## config.mk

```make
export PLATFORM = sky130hd
export DESIGN_NAME = gregorian_date_add_days_core
export DESIGN_NICKNAME = d
export VERILOG_FILES = /design/src/sv/gdad_pkg.sv /design/src/sv/gdad_yrsplit.sv /design/src/sv/gdad_step.sv /design/src/sv/gregorian_date_add_days_core.sv
export SDC_FILE = /design/constraint.sdc
export NUM_CORES = 1
export LEC_CHECK = 0
export ABC_AREA = 1
export CORE_MARGIN = 2
export CORE_UTILIZATION = 64
export CTS_CLUSTER_DIAMETER = 30
export DETAILED_ROUTE_END_ITERATION = 6
export DONT_BUFFER_PORTS = 1
export PLACE_DENSITY = 0.8
export SYNTH_ARGS = -nofsm -noshare
export SYNTH_HDL_FRONTEND = slang
export SYNTH_SLANG_ARGS = --single-unit
```

## constraint.sdc

```tcl
create_clock -name clk -period 11.5 [get_ports clk]
set_input_delay 2.875 -clock clk [delete_from_list [all_inputs] [get_ports clk]]
set_output_delay 2.875 -clock clk [all_outputs]
set_load 0.02 [all_outputs]
```

## src/sv/gdad_pkg.sv

```systemverilog
// ----------------------------------------------------------------------------
// gdad_pkg
// Widths, month codes, month-length table and the working-date record.
// ----------------------------------------------------------------------------
package gdad_pkg;

  localparam int DAY_W  = 5;
  localparam int MON_W  = 4;
  localparam int YEAR_W = 16;
  localparam int ADD_W  = 16;
  localparam int ACC_W  = 17;   // day accumulator: 31 + 65535 fits
  localparam int LEN_W  = 5;
  localparam int REM_W  = 7;    // year mod 100
  localparam int CEN_W  = 10;   // year div 100, at most 655

  localparam logic [MON_W-1:0] MON_JAN = 4'd1;
  localparam logic [MON_W-1:0] MON_FEB = 4'd2;
  localparam logic [MON_W-1:0] MON_APR = 4'd4;
  localparam logic [MON_W-1:0] MON_JUN = 4'd6;
  localparam logic [MON_W-1:0] MON_SEP = 4'd9;
  localparam logic [MON_W-1:0] MON_NOV = 4'd11;
  localparam logic [MON_W-1:0] MON_DEC = 4'd12;

  localparam logic [LEN_W-1:0] LEN_SHORT = 5'd28;
  localparam logic [LEN_W-1:0] LEN_MID   = 5'd30;
  localparam logic [LEN_W-1:0] LEN_LONG  = 5'd31;

  localparam logic [REM_W-1:0]  REM_LAST  = 7'd99;
  localparam logic [YEAR_W-1:0] YEAR_LAST = 16'hFFFF;

  // Reciprocal of 100, rounded down: floor(y * 10485 / 2^20) is y/100 or
  // one less for every 16-bit y.
  localparam int RECIP_100   = 10485;
  localparam int RECIP_SHIFT = 20;
  localparam int RECIP_W     = 14;
  localparam int PROD_W      = YEAR_W + RECIP_W;
  localparam int CENTURY     = 100;

  typedef struct packed {
    logic [ACC_W-1:0]  d;
    logic [MON_W-1:0]  m;
    logic [YEAR_W-1:0] y;
    logic [REM_W-1:0]  r;
    logic [CEN_W-1:0]  q;
    logic              wrapped;
  } gdad_date_t;

  function automatic logic [LEN_W-1:0] base_len(input logic [MON_W-1:0] m);
    logic [LEN_W-1:0] len;
    case (m)
      MON_FEB:                            len = LEN_SHORT;
      MON_APR, MON_JUN, MON_SEP, MON_NOV: len = LEN_MID;
      default:                            len = LEN_LONG;
    endcase
    return len;
  endfunction

endpackage

```

## src/sv/gdad_yrsplit.sv

```systemverilog
// ----------------------------------------------------------------------------
// gdad_yrsplit
// Split a year into year/100 and year%100: registered reciprocal multiply,
// then one compare-and-subtract correction.
// ----------------------------------------------------------------------------
module gdad_yrsplit
  import gdad_pkg::*;
(
  input  logic              clk,
  input  logic              load,
  input  logic [YEAR_W-1:0] year,
  output logic [CEN_W-1:0]  cent,
  output logic [REM_W-1:0]  rem
);

  localparam int DIFF_W = YEAR_W + 1;
  localparam int RAW_W  = REM_W + 1;

  logic [PROD_W-1:0] prod;
  logic [YEAR_W-1:0] year_lat;
  logic [CEN_W-1:0]  q_est;
  logic [DIFF_W-1:0] diff;
  logic [RAW_W-1:0]  rem_raw;

  always_ff @(posedge clk) begin
    if (load) begin
      prod     <= PROD_W'(year) * PROD_W'(RECIP_100);
      year_lat <= year;
    end
  end

  always_comb begin
    q_est   = prod[RECIP_SHIFT +: CEN_W];
    diff    = DIFF_W'(year_lat) - DIFF_W'(q_est) * DIFF_W'(CENTURY);
    rem_raw = diff[RAW_W-1:0];
    // Estimate may be one low: fold back once.
    if (rem_raw >= RAW_W'(CENTURY)) begin
      rem  = REM_W'(rem_raw - RAW_W'(CENTURY));
      cent = q_est + CEN_W'(1);
    end else begin
      rem  = rem_raw[REM_W-1:0];
      cent = q_est;
    end
  end

endmodule

```

## src/sv/gdad_step.sv

```systemverilog
// ----------------------------------------------------------------------------
// gdad_step
// One month step: month length with leap rule, compare, subtract, advance.
// ----------------------------------------------------------------------------
module gdad_step
  import gdad_pkg::*;
(
  input  gdad_date_t cur,
  output gdad_date_t nxt,
  output logic       more
);

  logic             leap;
  logic [LEN_W-1:0] len;

  always_comb begin
    // Century years are leap only when the century count is a multiple of 4.
    leap = (cur.r == '0) ? (cur.q[1:0] == 2'd0) : (cur.y[1:0] == 2'd0);
    len  = base_len(cur.m) + LEN_W'((cur.m == MON_FEB) && leap);
    more = cur.d > ACC_W'(len);

    nxt   = cur;
    nxt.d = cur.d - ACC_W'(len);
    if (cur.m == MON_DEC) begin
      nxt.m = MON_JAN;
      nxt.y = cur.y + YEAR_W'(1);
      if (cur.y == YEAR_LAST) begin
        nxt.r       = '0;
        nxt.q       = '0;
        nxt.wrapped = 1'b1;
      end else if (cur.r == REM_LAST) begin
        nxt.r = '0;
        nxt.q = cur.q + CEN_W'(1);
      end else begin
        nxt.r = cur.r + REM_W'(1);
      end
    end else begin
      nxt.m = cur.m + MON_W'(1);
    end
  end

endmodule

```

## src/sv/gregorian_date_add_days_core.sv

```systemverilog
// Sequence: accept, year split, then N month steps, N at most about 2155 for
// a 16-bit day count; the hand-off to the output register waits while it is held.
// Throughput: one item at a time; in_ready is low from accept until the
// result is loaded into the output register. A bad month skips the year split.
// Reset: synchronous, active high; clears the sequencer and output valid.
// ----------------------------------------------------------------------------
// gregorian_date_add_days_core
// Advance a Gregorian date by a day count, one month per clock.
// ----------------------------------------------------------------------------
module gregorian_date_add_days_core
  import gdad_pkg::*;
(
  input  logic              clk,
  input  logic              rst,
  input  logic              in_valid,
  output logic              in_ready,
  input  logic [DAY_W-1:0]  start_day,
  input  logic [MON_W-1:0]  start_month,
  input  logic [YEAR_W-1:0] start_year,
  input  logic [ADD_W-1:0]  days_to_add,
  output logic              out_valid,
  input  logic              out_ready,
  output logic [DAY_W-1:0]  result_day,
  output logic [MON_W-1:0]  result_month,
  output logic [YEAR_W-1:0] result_year,
  output logic              year_wrapped,
  output logic              bad_month
);

  // Sequencer: IDLE takes an item, SPLIT loads year/100 and year%100,
  // RUN steps one month per cycle and hands off to the output register.
  localparam logic [1:0] S_IDLE  = 2'd0;
  localparam logic [1:0] S_SPLIT = 2'd1;
  localparam logic [1:0] S_RUN   = 2'd2;

  logic [1:0]       state;
  gdad_date_t       date;
  gdad_date_t       date_next;
  logic             bad;
  logic             more;
  logic             accept;
  logic             month_bad;
  logic             finish;
  logic [CEN_W-1:0] split_cent;
  logic [REM_W-1:0] split_rem;

  assign in_ready  = (state == S_IDLE);
  assign accept    = in_valid && in_ready;
  assign month_bad = (start_month < MON_JAN) || (start_month > MON_DEC);
  // Finish when no more month steps are due and the output register is free.
  assign finish    = (state == S_RUN) && !(more && !bad) && (!out_valid || out_ready);

  gdad_yrsplit u_yrsplit (
    .clk  (clk),
    .load (accept),
    .year (start_year),
    .cent (split_cent),
    .rem  (split_rem)
  );

  // The shared step unit: month length, compare, subtract, advance.
  gdad_step u_step (
    .cur  (date),
    .nxt  (date_next),
    .more (more)
  );

  always_ff @(posedge clk) begin
    if (rst) begin
      state <= S_IDLE;
    end else begin
      unique case (state)
        S_IDLE: begin
          // A bad month skips the year split and passes straight through.
          if (accept) state <= month_bad ? S_RUN : S_SPLIT;
        end
        S_SPLIT: begin
          state <= S_RUN;
        end
        S_RUN: begin
          if (finish) state <= S_IDLE;
        end
        default: begin
          state <= S_IDLE;
        end
      endcase
    end
  end

  // Working date: load on accept, take split results, then step.
  always_ff @(posedge clk) begin
    if (accept) begin
      date.d       <= month_bad ? ACC_W'(start_day)
                                : ACC_W'(start_day) + ACC_W'(days_to_add);
      date.m       <= start_month;
      date.y       <= start_year;
      date.r       <= '0;
      date.q       <= '0;
      date.wrapped <= 1'b0;
      bad          <= month_bad;
    end else if (state == S_SPLIT) begin
      date.r <= split_rem;
      date.q <= split_cent;
    end else if ((state == S_RUN) && more && !bad) begin
      date <= date_next;
    end
  end

  // Output register: holds the item until the sink takes it.
  always_ff @(posedge clk) begin
    if (rst) begin
      out_valid <= 1'b0;
    end else if (finish) begin
      out_valid <= 1'b1;
    end else if (out_ready) begin
      out_valid <= 1'b0;
    end
  end

  always_ff @(posedge clk) begin
    if (finish) begin
      result_day   <= date.d[DAY_W-1:0];
      result_month <= date.m;
      result_year  <= date.y;
      year_wrapped <= date.wrapped;
      bad_month    <= bad;
    end
  end

endmodule

```

==> impl_metrics.csv <==
group,metric,value,unit
sta,period_share,61.4,%
clock_tree,cts_made_buffers,9,
final_layout,fillers,1110,
final_layout,syn_to_final_growth,5.33,%
final_layout,final_layout_size_suffix_gt1_share,4.03,%
critical_path,crit_path_max_fanout,6,
clock_tree,cts_buffer_depth,2,
floorplan,die_h,125,um
sta,max_freq,0.142,GHz
floorplan,dieArea,15600,um^2
clock_tree,postCtsSetupBuffers,0,
final_layout,diodes,0,
sta,skew,0.0114,ns
yosys,synth-edff-count,79,
global_routing,grt_max_degree,30,
sta,setup_tns,0,ns
detailed_routing,wl,21.7,mm
detailed_routing,num_vias,7242,
clock_tree,cts.clk_slew.worst_paths,0.07,ns
final_layout,layout.cells.non_filler,1250,
power,leakagePower,4.74,nW
critical_path,arrival,7.17,ns
clock_tree,cts-htree-levels,3,
run,cap_viol_max_count,0,
outcome,outcome,"finished, final reports clean",
placement,dp_slack,4.07,ns
critical_path,cp.required,11.61,ns
placement,io_buffer_count,0,
critical_path,path_class,"in2reg",
critical_path,end_kind,"register",
floorplan,rows,44,
sta,rsz0062_at_grt,"no",
yosys,ys_ff_latch,92,
global_routing,grt_pass1_vias,7262,
detailed_routing,drtPass1Iterations,6,
clock_tree,clkLatencyLatePin,0.36,ns
clock_tree,cts_sinks,92,
global_routing,grt_pass1_wl,35.1,mm
sta,fin_ws,4.43,ns
placement,gp_congestion,0.939,
global_routing,grt_util_all_layers,28.5,%
sta,slew_headroom,34.1,%
floorplan,start_util,64.8,%
global_routing,overflow,0,
detailed_routing,first_iter_violations,607,
detailed_routing,wire_per_inst,17.4,um
detailed_routing,viasPerCell,5.79,
sta,fin_crit,7.07,ns
sta,worstMarginPinSlew,0.987,ns
global_routing,antenna_found_initial,0,
detailed_routing,ant_nets,0,
yosys,async_flop_share,0,%
yosys,ys.flop_type,"edfxtp_1",
yosys,post_synth.cell_area_avg,8.85,um^2
yosys,syn_inst,1056,
final_layout,nets,1311,
floorplan,fp.coreArea,14400,um^2
yosys,syn-cell-area,9340,um^2
clock_tree,post_cts_resized,0,
critical_path,critPathLaunchType,"input pin",
placement,dpl.cell_count,1235,
sta,setup_violations,0,
yosys,synthesis.nets,1305,
floorplan,io_pins,74,
yosys,ys_types,42,
placement,hpwl,17.4,mm
yosys,yosysSeqAreaShare,28.2,%
floorplan,dieWidth,125,um
power,peakVddDrop,0.170,mV
clock_tree,cts_tree,"done",
power,pwr_density_cell,247,nW/um^2
detailed_routing,drc,0,
clock_tree,ctsHoldBuffers,0,
hold_path,hp-class,"reg2reg",
sta,hold_viol_final,0,
critical_path,ff2ff_setup_slack,7.23,ns
yosys,yosys_warnings,0,
sta,maxSlewViolCount,0,
clock_tree,clock-root-buffer,"clkbuf_16",
worst max-delay path: stages:
cell and delay, ns:
inv_1 0.07, fa_1 0.54, inv_1 0.04, ha_1 0.21, fa_1 0.57, fa_1 0.44, fa_1 0.55, inv_1 0.06
fa_1 0.49, inv_1 0.04, ha_1 0.33, a21o_1 0.21, a21oi_1 0.14, nor2_1 0.06, nor2_1 0.09, nand3_1 0.12
nand2_1 0.09, nand3b_1 0.08, xor2_1 0.15
routing by layer:
layer  global-route usage [%]  vias up  share of wire, %
met3                     5.63       56               6.6
met1                     35.8     3422                41
li1                         -     3479                 -
met2                     48.0      285                49
met4                     12.2        0               3.8
met5                        0        -                 0
area by class of cell:
class / count / area, um^2 / share of cell area [%]
multi-input combinational: 737 / 5850 / 59.4
sequential: 92 / 2630 / 26.8
inverter: 220 / 826 / 8.39
tap: 184 / 230 / 2.34
clock buffer: 10 / 229 / 2.33
clock inverter: 5 / 62.6 / 0.636
timing repair buffer: 2 / 15.0 / 0.153
state kept, by name (all words and copies together) (netlist names):
signal	flops
date	47
result_year	16
u_yrsplit.year_lat	8
u_yrsplit.prod	6
result_day	5
result_month	4
state	2
bad	1
bad_month	1
out_valid	1
year_wrapped	1
synth_stat cells, types with 2 or more instances:
cell | count | area [um^2]
a21o_1 | 6 | 45.0
a21oi_1 | 39 | 195
a31oi_1 | 5 | 31.3
buf_2 | 4 | 20.0
dfxtp_1 | 13 | 260
edfxtp_1 | 79 | 2370
fa_1 | 73 | 1460
ha_1 | 131 | 1640
inv_1 | 216 | 811
inv_2 | 3 | 11.3
nand2_1 | 169 | 634
nand2_2 | 4 | 25.0
nand3_1 | 67 | 335
nand3_2 | 2 | 20.0
nand3b_1 | 9 | 67.6
nand4_1 | 13 | 81.3
nor2_1 | 70 | 263
nor2_2 | 6 | 37.5
nor2_4 | 2 | 22.5
nor3_1 | 14 | 70.1
nor4_1 | 5 | 31.3
o211ai_1 | 3 | 22.5
o21ai_0 | 34 | 170
o22ai_1 | 23 | 144
o31ai_1 | 2 | 15.0
o32ai_1 | 3 | 26.3
or2_2 | 5 | 31.3
xnor2_1 | 16 | 140
xor2_1 | 27 | 236
where the power goes:
group          total (mW)  switching, mW  internal (mW)
sequential          0.482         0.0442          0.437
clock               0.305          0.136          0.169
combinational        1.64           1.01          0.632
kinds of logic after synthesis:
| kind of cell | share of synthesized area (%) |
|---|---|
| AND/OR/NAND/NOR | 17.7 |
| buffers and inverters | 9.29 |
| adder cells (fa/ha/maj) | 33.2 |
| AO/OA/AOI/OAI | 7.39 |
| flip-flops | 28.2 |
| XOR/XNOR | 4.21 |
through the flow:
step / instance area, um^2 / utilization [%] / hold WS [ns] / total power [mW]
CTS: 9840 / 68.2 / 0.455 / 2.42
global route: 9840 / 68.2 / 0.469 / 2.69
finish: 9840 / 68.2 / 0.449 / 2.43
detailed placement: 9550 / 66.2 / 0.448 / 2.10
floorplan: 9340 / - / 0.409 / 1.74
global placement: 9550 / 66.2 / 0.420 / 2.04
worst paths after layout:
kind                               startpoint                 end  cells after the start
worst max-delay path            start_year[5]  u_yrsplit.prod[24]                     19
worst max register to register       date[34]            date[32]                     20
worst min register to register        date[0]        year_wrapped                      0
worst min-delay path                  date[0]        year_wrapped                      0
cells in the final DEF, fill, tap and decap left out, types with 3 or more instances in the layout:
cell type	Yosys	final
a21o_1	6	6
a21oi_1	39	38
a31oi_1	5	5
clkbuf_16	0	9
dfxtp_1	13	13
edfxtp_1	79	79
fa_1	73	73
ha_1	131	131
inv_1	216	216
inv_2	3	3
nand2_1	169	169
nand2_2	4	4
nand3_1	67	67
nand3b_1	9	9
nand4_1	13	13
nor2_1	70	70
nor2_2	6	6
nor3_1	14	14
nor4_1	5	5
o211ai_1	3	3
o21ai_0	34	34
o22ai_1	23	23
o32ai_1	3	3
or2_2	5	5
xnor2_1	16	16
xor2_1	27	27
(Power assumes the default switching activity.)
